**config.mk**
```make
export PLATFORM = sky130hd
export DESIGN_NAME = preemptive_priority_scheduler_core
export DESIGN_NICKNAME = d
export VERILOG_FILES = /design/src/rtl/ppsc_pkg.sv /design/src/rtl/ppsc_cell.sv /design/src/rtl/preemptive_priority_scheduler_core.sv
export SDC_FILE = /design/constraint.sdc
export NUM_CORES = 2
export LEC_CHECK = 0
export BUFFER_PORTS_ARGS = -buffer_cell sky130_fd_sc_hd__buf_2
export CAP_MARGIN = 0
export CORE_MARGIN = 2
export CORE_UTILIZATION = 25
export CTS_CLUSTER_SIZE = 40
export DETAILED_ROUTE_END_ITERATION = 12
export GPL_TIMING_DRIVEN = 0
export HOLD_SLACK_MARGIN = 0.15
export REMOVE_ABC_BUFFERS = 1
export SYNTH_ARGS = -nofsm -noshare
export SYNTH_HDL_FRONTEND = slang
export SYNTH_SLANG_ARGS = --single-unit
```
**constraint.sdc**
```tcl
create_clock -name clk_i -period 7 [get_ports clk_i]
set_input_delay 1.4 -clock clk_i [delete_from_list [all_inputs] [get_ports clk_i]]
set_output_delay 1.4 -clock clk_i [all_outputs]
set_load 0.01 [all_outputs]
```
**src/rtl/ppsc_pkg.sv**
```systemverilog
package ppsc_pkg;

  localparam int unsigned TaskSlots    = 8;
  localparam int unsigned SlotBits     = $clog2(TaskSlots);
  localparam int unsigned TimeBits     = 16;
  localparam int unsigned PriorityBits = 8;

  localparam logic OpArrive = 1'b0;
  localparam logic OpTick   = 1'b1;

  // Candidate travelling down the cell chain during a scan.
  typedef struct packed {
    logic                    go;
    logic                    valid;
    logic [PriorityBits-1:0] prio;
    logic [TimeBits-1:0]     age;
    logic [SlotBits-1:0]     slot;
  } cand_t;

  // Command broadcast from the controller to every cell.
  typedef struct packed {
    logic                    alloc;
    logic                    run;
    logic [SlotBits-1:0]     slot;
    logic [PriorityBits-1:0] prio;
    logic [TimeBits-1:0]     service;
    logic [TimeBits-1:0]     now;
  } cmd_t;

  // Status reported by each cell.
  typedef struct packed {
    logic                busy;
    logic                fin;
    logic [TimeBits-1:0] wait_time;
    logic [TimeBits-1:0] turnaround;
  } info_t;

endpackage

```
**src/rtl/ppsc_cell.sv**
```systemverilog
module ppsc_cell import ppsc_pkg::*; (
  input  logic                clk_i,
  input  logic                rst_ni,
  input  logic [SlotBits-1:0] idx_i,
  input  cmd_t                cmd_i,
  input  cand_t               cand_i,
  output cand_t               cand_o,
  output info_t               info_o
);

  logic                    busy_q, busy_d;
  logic                    started_q, started_d;
  logic                    go_q;
  logic [TimeBits-1:0]     arrival_q, arrival_d;
  logic [TimeBits-1:0]     remain_q, remain_d;
  logic [PriorityBits-1:0] prio_q, prio_d;
  logic [TimeBits-1:0]     wait_q, wait_d;
  cand_t                   cand_q, cand_d;
  logic [TimeBits-1:0]     age;
  logic                    hit;
  logic                    own_wins;

  assign age = cmd_i.now - arrival_q;
  assign hit = (cmd_i.slot == idx_i);

  always_comb begin
    own_wins = 1'b0;
    if (busy_q) begin
      if (!cand_i.valid) begin
        own_wins = 1'b1;
      end else if (prio_q < cand_i.prio) begin
        own_wins = 1'b1;
      end else if ((prio_q == cand_i.prio) && (age > cand_i.age)) begin
        own_wins = 1'b1;
      end
    end
    cand_d = cand_i;
    if (own_wins) begin
      cand_d.valid = 1'b1;
      cand_d.prio  = prio_q;
      cand_d.age   = age;
      cand_d.slot  = idx_i;
    end
  end

  always_comb begin
    info_o.busy       = busy_q;
    info_o.fin        = (remain_q <= TimeBits'(1));
    info_o.wait_time  = started_q ? wait_q : age;
    info_o.turnaround = age + TimeBits'(1);
  end

  always_comb begin
    busy_d    = busy_q;
    started_d = started_q;
    arrival_d = arrival_q;
    remain_d  = remain_q;
    prio_d    = prio_q;
    wait_d    = wait_q;
    if (cmd_i.alloc && hit) begin
      busy_d    = 1'b1;
      started_d = 1'b0;
      arrival_d = cmd_i.now;
      remain_d  = cmd_i.service;
      prio_d    = cmd_i.prio;
    end else if (cmd_i.run && hit) begin
      if (!started_q) begin
        started_d = 1'b1;
        wait_d    = age;
      end
      if (remain_q <= TimeBits'(1)) begin
        busy_d    = 1'b0;
        started_d = 1'b0;
        remain_d  = '0;
      end else begin
        remain_d = remain_q - TimeBits'(1);
      end
    end
  end

  always_ff @(posedge clk_i or negedge rst_ni) begin
    if (!rst_ni) begin
      busy_q    <= 1'b0;
      started_q <= 1'b0;
      go_q      <= 1'b0;
    end else begin
      busy_q    <= busy_d;
      started_q <= started_d;
      go_q      <= cand_i.go;
    end
  end

  always_ff @(posedge clk_i) begin
    arrival_q <= arrival_d;
    remain_q  <= remain_d;
    prio_q    <= prio_d;
    wait_q    <= wait_d;
    cand_q    <= cand_d;
  end

  always_comb begin
    cand_o    = cand_q;
    cand_o.go = go_q;
  end

endmodule

```
**src/rtl/preemptive_priority_scheduler_core.sv**
```systemverilog
// Arrive word: once accepted it goes to the done state, which registers the result
// when the output is free. Tick word: the candidate passes through the slot chain, one
// cell per cycle, then the winner is registered and the done state registers the result.
// One word is in work at a time; the next is taken once the result is registered.
// Reset is asynchronous and active low; it clears the time, the busy and started
// flags of every slot and the handshake state. Slot contents are written on arrival.
module preemptive_priority_scheduler_core import ppsc_pkg::*; (
  input  logic                    clk_i,
  input  logic                    rst_ni,
  input  logic                    in_valid_i,
  output logic                    in_stall_o,
  input  logic                    operation_i,
  input  logic [PriorityBits-1:0] task_priority_i,
  input  logic [TimeBits-1:0]     service_time_i,
  output logic                    out_valid_o,
  input  logic                    out_stall_i,
  output logic [SlotBits-1:0]     slot_o,
  output logic                    accepted_o,
  output logic                    ran_o,
  output logic                    finished_o,
  output logic [TimeBits-1:0]     wait_time_o,
  output logic [TimeBits-1:0]     turnaround_o,
  output logic [TimeBits-1:0]     time_now_o
);

  typedef enum logic [2:0] {
    ST_IDLE = 3'b001,
    ST_SCAN = 3'b010,
    ST_DONE = 3'b100
  } state_e;

  state_e                  state_q, state_d;
  logic                    launch_q, launch_d;
  logic                    op_q;
  logic [PriorityBits-1:0] prio_q;
  logic [TimeBits-1:0]     service_q;
  logic [TimeBits-1:0]     time_q, time_d;
  cand_t                   best_q;
  logic                    out_valid_q, out_valid_d;
  logic [SlotBits-1:0]     slot_q, slot_d;
  logic                    accepted_q, accepted_d;
  logic                    ran_q, ran_d;
  logic                    finished_q, finished_d;
  logic [TimeBits-1:0]     wait_q, wait_d;
  logic [TimeBits-1:0]     tat_q, tat_d;
  logic                    in_accept;
  logic                    load;
  logic                    free_found;
  logic [SlotBits-1:0]     free_slot;
  logic [TaskSlots-1:0]    busy;
  cmd_t                    cmd;
  cand_t                   chain [TaskSlots+1];
  info_t                   info  [TaskSlots];
  info_t                   sel;

  assign in_stall_o = (state_q != ST_IDLE);
  assign in_accept  = in_valid_i && !in_stall_o;
  assign load       = (state_q == ST_DONE) && (!out_valid_q || !out_stall_i);

  always_comb begin
    chain[0]       = '0;
    chain[0].go    = launch_q;
    chain[0].valid = 1'b0;
  end

  for (genvar g = 0; g < TaskSlots; g++) begin : g_cell
    ppsc_cell u_cell (
      .clk_i  (clk_i),
      .rst_ni (rst_ni),
      .idx_i  (SlotBits'(g)),
      .cmd_i  (cmd),
      .cand_i (chain[g]),
      .cand_o (chain[g+1]),
      .info_o (info[g])
    );
    assign busy[g] = info[g].busy;
  end

  always_comb begin
    free_found = 1'b0;
    free_slot  = '0;
    for (int k = TaskSlots - 1; k >= 0; k--) begin
      if (!busy[k]) begin
        free_found = 1'b1;
        free_slot  = SlotBits'(k);
      end
    end
  end

  assign sel = info[best_q.slot];

  always_comb begin
    cmd         = '0;
    cmd.now     = time_q;
    cmd.prio    = prio_q;
    cmd.service = service_q;
    cmd.slot    = (op_q == OpArrive) ? free_slot : best_q.slot;
    if (load) begin
      cmd.alloc = (op_q == OpArrive) && free_found;
      cmd.run   = (op_q == OpTick) && best_q.valid;
    end
  end

  always_comb begin
    state_d     = state_q;
    launch_d    = 1'b0;
    time_d      = time_q;
    out_valid_d = out_valid_q && out_stall_i;
    slot_d      = slot_q;
    accepted_d  = accepted_q;
    ran_d       = ran_q;
    finished_d  = finished_q;
    wait_d      = wait_q;
    tat_d       = tat_q;
    case (state_q)
      ST_IDLE: begin
        if (in_accept) begin
          launch_d = (operation_i == OpTick);
          state_d  = (operation_i == OpTick) ? ST_SCAN : ST_DONE;
        end
      end
      ST_SCAN: begin
        if (chain[TaskSlots].go) begin
          state_d = ST_DONE;
        end
      end
      ST_DONE: begin
        if (load) begin
          state_d     = ST_IDLE;
          out_valid_d = 1'b1;
          slot_d      = '0;
          accepted_d  = 1'b0;
          ran_d       = 1'b0;
          finished_d  = 1'b0;
          wait_d      = '0;
          tat_d       = '0;
          if (op_q == OpArrive) begin
            if (free_found) begin
              slot_d     = free_slot;
              accepted_d = 1'b1;
            end
          end else begin
            time_d = time_q + TimeBits'(1);
            if (best_q.valid) begin
              slot_d = best_q.slot;
              ran_d  = 1'b1;
              if (sel.fin) begin
                finished_d = 1'b1;
                wait_d     = sel.wait_time;
                tat_d      = sel.turnaround;
              end
            end
          end
        end
      end
      default: begin
        state_d = ST_IDLE;
      end
    endcase
  end

  always_ff @(posedge clk_i or negedge rst_ni) begin
    if (!rst_ni) begin
      state_q     <= ST_IDLE;
      launch_q    <= 1'b0;
      time_q      <= '0;
      out_valid_q <= 1'b0;
    end else begin
      state_q     <= state_d;
      launch_q    <= launch_d;
      time_q      <= time_d;
      out_valid_q <= out_valid_d;
    end
  end

  always_ff @(posedge clk_i) begin
    if (in_accept) begin
      op_q      <= operation_i;
      prio_q    <= task_priority_i;
      service_q <= service_time_i;
    end
    if ((state_q == ST_SCAN) && chain[TaskSlots].go) begin
      best_q <= chain[TaskSlots];
    end
    slot_q     <= slot_d;
    accepted_q <= accepted_d;
    ran_q      <= ran_d;
    finished_q <= finished_d;
    wait_q     <= wait_d;
    tat_q      <= tat_d;
  end

  assign out_valid_o  = out_valid_q;
  assign slot_o       = slot_q;
  assign accepted_o   = accepted_q;
  assign ran_o        = ran_q;
  assign finished_o   = finished_q;
  assign wait_time_o  = wait_q;
  assign turnaround_o = tat_q;
  assign time_now_o   = time_q;

  a_scan_end_in_scan: assert property (@(posedge clk_i) disable iff (!rst_ni)
    chain[TaskSlots].go |-> (state_q == ST_SCAN))
    else $error("scan wave left the chain outside of a scan");

  a_run_busy_slot: assert property (@(posedge clk_i) disable iff (!rst_ni)
    cmd.run |-> busy[cmd.slot])
    else $error("run command targets a free slot");

  a_alloc_free_slot: assert property (@(posedge clk_i) disable iff (!rst_ni)
    cmd.alloc |-> !busy[cmd.slot])
    else $error("allocation targets a busy slot");

  a_finish_frees: assert property (@(posedge clk_i) disable iff (!rst_ni)
    (cmd.run && sel.fin) |=> !busy[$past(cmd.slot)])
    else $error("finished task still holds its slot");

  a_time_step: assert property (@(posedge clk_i) disable iff (!rst_ni)
    (time_q != $past(time_q)) |-> (time_q == $past(time_q) + TimeBits'(1)))
    else $error("time moved by more than one unit");

endmodule
```
Yosys cells after proc, flatten, opt, wreduce, memory -nomap -nowiden
Cells that the tools add are included.

Flip-flop bits (word level): 760. Bits of input ports: 29. Output and inout port bits: 56. Word-level logic and storage cells: 403.

Equal/unequal tests: 21. Add/sub/neg operators: 25. Magnitude comparators: 23. Reduce and logical (&&, ||, !) cells: 71. Bitwise operators: 10. Multiplexer cells: 152.

Operators with widths (number): two-way mux 16 bit (32); two-way mux 27 bit (6); adder 16 x 1 -> 16 bit (second input constant) (9); less-or-equal comparator 16 x 1 -> 1 bit (second input constant) (8); subtractor 16 x 1 -> 16 bit (second input constant) (8); subtractor 16 bit (8); greater-than comparator 16 bit (7); binary-select mux 34 bit (select 3 bit) (1); two-way mux 1 bit (92); two-way mux 33 bit (2); equality test 8 bit (7); less-than comparator 8 bit (7); two-way mux 3 bit (16); AND reduction 2 bit (18); nonzero test 2 bit (16); logical AND 1 bit (29); two-way mux 28 bit (1); equality test 3 bit (second input constant) (5); equality test 3 x 2 -> 1 bit (second input constant) (3); inverter 1 bit (9); case mux 3 bit (3 select lines) (1); AND reduction 3 bit (3); equality test 3 x 1 -> 1 bit (second input constant) (2); greater-or-equal comparator 4 bit (second input constant) (1); other kinds (8) (11).

Depth between registers and ports, before layout
Depth after elaboration: 13. Mapped depth: 23. Depth with buffers taken out: 21.

By module
Synthesis repeated with hierarchy kept, for this count alone.

Cells, all modules: 4087. Area, all modules: 46392.0 um2.

By module, submodules not included: ppsc_cell (g_cell[0].u_cell ...) (area an instance 5134.9 um2, cells each 455, instances 5, seq. area each 2317.2 um2); preemptive_priority_scheduler_core (area an instance 5326.4 um2, cells each 394, instances 1, seq. area each 2538.7 um2); ppsc_cell (g_cell[7].u_cell) (area an instance 5218.8 um2, cells each 494, instances 1, seq. area each 2317.2 um2); ppsc_cell (g_cell[5].u_cell) (area an instance 5148.7 um2, cells each 468, instances 1, seq. area each 2317.2 um2); ppsc_cell (g_cell[6].u_cell) (area an instance 5023.6 um2, cells each 456, instances 1, seq. area each 2317.2 um2).

Worst setup path after synthesis
No wires, ideal clock.

Path kind: register to register. Start point: reg time_q[1] (netlist: time_now_o[1]). End point: reg g_cell[2].u_cell.cand_q, in the netlist g_cell[2].u_cell.cand_o[22]. Cell stages (with the launch flop): 17. Arrival: 4.926 ns. Required time: 6.879 ns. Path slack: 1.954 ns. Buffers on the path: 1. Period minus slack after synthesis: 5.046 ns. Setup time: 0.121 ns. Cells stage by stage: dfrtp_1 -> ha_1 -> nor2b_1 -> o31ai_2 -> a21oi_1 -> a2111oi_2 -> o31ai_1 -> a21oi_2 -> xnor2_2 -> ha_1 -> a21o_1 -> a21o_1 -> a221oi_1 -> o221ai_1 -> a22oi_1 -> clkbuf_1 -> mux2_2.

RTL lines: start, declared (RTL line preemptive_priority_scheduler_core.sv:37) `logic [TimeBits-1:0] time_q, time_d;`; start signal, assigned (RTL line preemptive_priority_scheduler_core.sv:171) `time_q <= time_d;`; end signal, assigned (RTL line ppsc_cell.sv:98) `cand_q <= cand_d;`; end, declared (RTL line ppsc_cell.sv:18) `cand_t cand_q, cand_d;`.

==> impl_metrics.ini <==
[routing]
via_per_inst = 4.80
wl_per_cell_um = 19.8
drtPass1Iterations = 5
via_count = 30918
drc = 0
drt_iter0_markers = 2491
postRouteAntennaNets = 0
finalWirelength_um = 127000

[sta]
min_period_ns = 6.89
min_period_over_period_pct = 98.4
grt_setup_unrepaired = no
skew_ns = 0.0670
worst_pin_slew_ns = 1.39
final-hold-violation-count = 0
fmax_ghz = 0.145
slew_headroom_pct = 7.31
setup_viol = 0
fin_ws_ns = 0.110
slew_violations = 0
holdWs_ns = 0.347

[floorplanning]
die_y_um = 421
row_count = 153
die_area_um2 = 177000
fp.dieW_um = 421
coreArea_um2 = 173000
ios = 85
initial_core_util_pct = 25.1

[logic_synthesis]
synthTopCellsByArea = edfxtp_1 36%, ha_1 9.0%, dfxtp_1 8.9%, mux2_2 5.4%, xnor2_1 4.0%
synth_flop_cell = edfxtp_1
yosysTopAreaCellShare_pct = 35.6
netlist_instances = 3986
yosysWarnings = 0
synth_common_cells = 515 x edfxtp_1, 376 x inv_1, 315 x nand2_1
synth_cell_types = 107
yosysSeqAreaShare_pct = 47.0
synth_area_leader_cell = edfxtp_1
synth.most_common_cell = edfxtp_1
netlist_area_um2 = 43500
synth_edf_count = 515
syn_avg_cell_area_um2 = 10.9
synth-seq-cells = 753
synthArstFlopShare_pct = 5.98

[finish]
regArea_um2 = 20500
area_delta_synth_final_pct = 15.0
nNetsFinal = 4395
drive_above_1_share_pct = 15.2
multi_input_area_um2 = 21000
final.fill_count = 17883

[global_routing]
grt_use_total_pct = 14.0
antenna_found_initial = 12
grt_pass1_wl_um = 189000
first_global_vias = 29966
overflow = 0
grt_max_degree = 47

[cts]
cts_sinks = 753
cts_buffers = 85
clk_pin_slew_worst_paths_ns = 0.06
cts_resized = 1
cts_max_path_buffers = 3
insertion_delay_ns = 0.72
cts_htree_levels = 3
holdBufCountCts = 0
cts_setup_buffers = 0
cts-root-buf = clkbuf_16
cts_tree = built

[run]
drv_cap = 0

[status]
status = finished, final reports clean

[worst_setup_path]
crit_type = flop to flop
cp_data_arrival_time_ns = 7.47
crit_path_end_kind = flop
path_max_fanout = 18
worstPathRequired_ns = 7.58
start_kind = flop

[pwr]
p_per_area_nw_per_um2 = 192
p_leak_nw = 18.8
peakVddDrop_v = 0.000219
power_mw = 9.59

[placement]
dpl.hpwl_um = 95100
placement.io_buffers = 84
dp_slack_ns = -0.223
place_congestion = 0.950

[worst_hold_path]
hold_class = flop to flop
-- cell usage in the layout, fill, tap and decap left out, types with 128 or more instances in the layout --
master    instances
edfxtp_1        515
dfxtp_1         193
ha_1            313
o31ai_1         128
xnor2_1         198
o21ai_0         133
nand2_1         315
nor2_1          204
mux2_2          207
inv_1           375
-- flip-flops by register name (all words and copies together), names as in the netlist, 3 cells and up --
signal                   flops
g_cell.u_cell.arrival_q    128
state_q                      3
g_cell.u_cell.started_q      8
service_q                   16
prio_q                       8
g_cell.u_cell.go_q           8
g_cell.u_cell.cand_o       193
wait_time_o                 16
slot_o                       3
g_cell.u_cell.remain_q     128
time_now_o                  16
g_cell.u_cell.prio_q        64
best_q                       4
g_cell.u_cell.busy_q         8
turnaround_o                16
g_cell.u_cell.wait_q       128
-- layout make-up --
| type | count | area share (%) |
|---|---|---|
| sequential | 753 | 40.9 |
| inverter | 383 | 2.88 |
| timing repair buffer | 122 | 2.21 |
| multi-input combinational | 2700 | 42.0 |
| clock inverter | 50 | 1.50 |
| clock buffer | 110 | 4.66 |
| tap | 2325 | 5.81 |
| antenna | 2 | 0.0100 |
-- per-stage QoR --
stage	util, %	cell area, um2	instances	TNS [ns]
finish	28.9	50000	6445	0
CTS	28.8	50000	6443	0
global placement	26.6	46100	6245	-172.50
global route	28.8	50000	6443	0
detailed placement	27.1	46900	6283	-4.91
floorplan	-	42800	3836	0
-- metal layers --
metal	GRT usage (%)	share of wire (%)	wire length, um	up-vias
met2	22.3	45	57800	1060
met3	2.06	6.4	8140	209
met5	0	0.010	13	-
li1	-	-	-	14549
met4	5.58	4.0	5120	2
met1	18.9	44	56300	15098
-- worst paths after layout --
check | end | from | depth (start not counted) | slack [ns]
worst max-delay path | g_cell[3].u_cell.cand_o[18] | time_now_o[0] | 21 | 0.11
worst min-delay path | g_cell[1].u_cell.go_q | g_cell[0].u_cell.go_q | 0 | 0.35
worst max register to register | g_cell[3].u_cell.cand_o[18] | time_now_o[0] | 21 | 0.11
worst min register to register | g_cell[1].u_cell.go_q | g_cell[0].u_cell.go_q | 0 | 0.35
max in group asynchronous | time_now_o[4] | rst_ni | 1 | 5.14
min in group asynchronous | g_cell[5].u_cell.go_q | rst_ni | 1 | 0.96
-- cell families after synthesis --
group	Yosys count	synth area share, %
multiplexers	296	8.84
AND/OR/NAND/NOR	1067	12.2
buffers and inverters	533	5.01
flip-flops	753	47.0
AO/OA/AOI/OAI	698	11.1
XOR/XNOR	318	6.49
adder cells (fa/ha/maj)	321	9.37
-- worst max-delay path: stages (launching register included) --
cell      delay (ns)
dfrtp_2         0.70
inv_1           0.44
ha_1            0.37
inv_1           0.08
fa_1            0.20
a21o_1          0.17
a22oi_1         0.09
a311oi_1        0.80
a21oi_1         0.21
xnor2_1         0.48
ha_1            0.35
a21o_1          0.17
a21o_1          0.17
a21oi_1         0.16
nor2b_1         0.06
o21ai_0         0.16
nand2b_1        0.08
a221oi_1        0.84
a311oi_1        0.23
a21oi_4         0.41
buf_16          0.22
mux2_2          0.36
-- where the power goes --
group | leakage, nW | total, mW | switching (mW) | internal (mW)
Sequential | 7.22 | 4.70 | 0.0000000000000000168 | 4.70
Combinational | 10.1 | 0.0166 | 0.0108 | 0.00572
Clock | 1.48 | 4.87 | 2.00 | 2.88
Power figures use the tool's default switching activity.
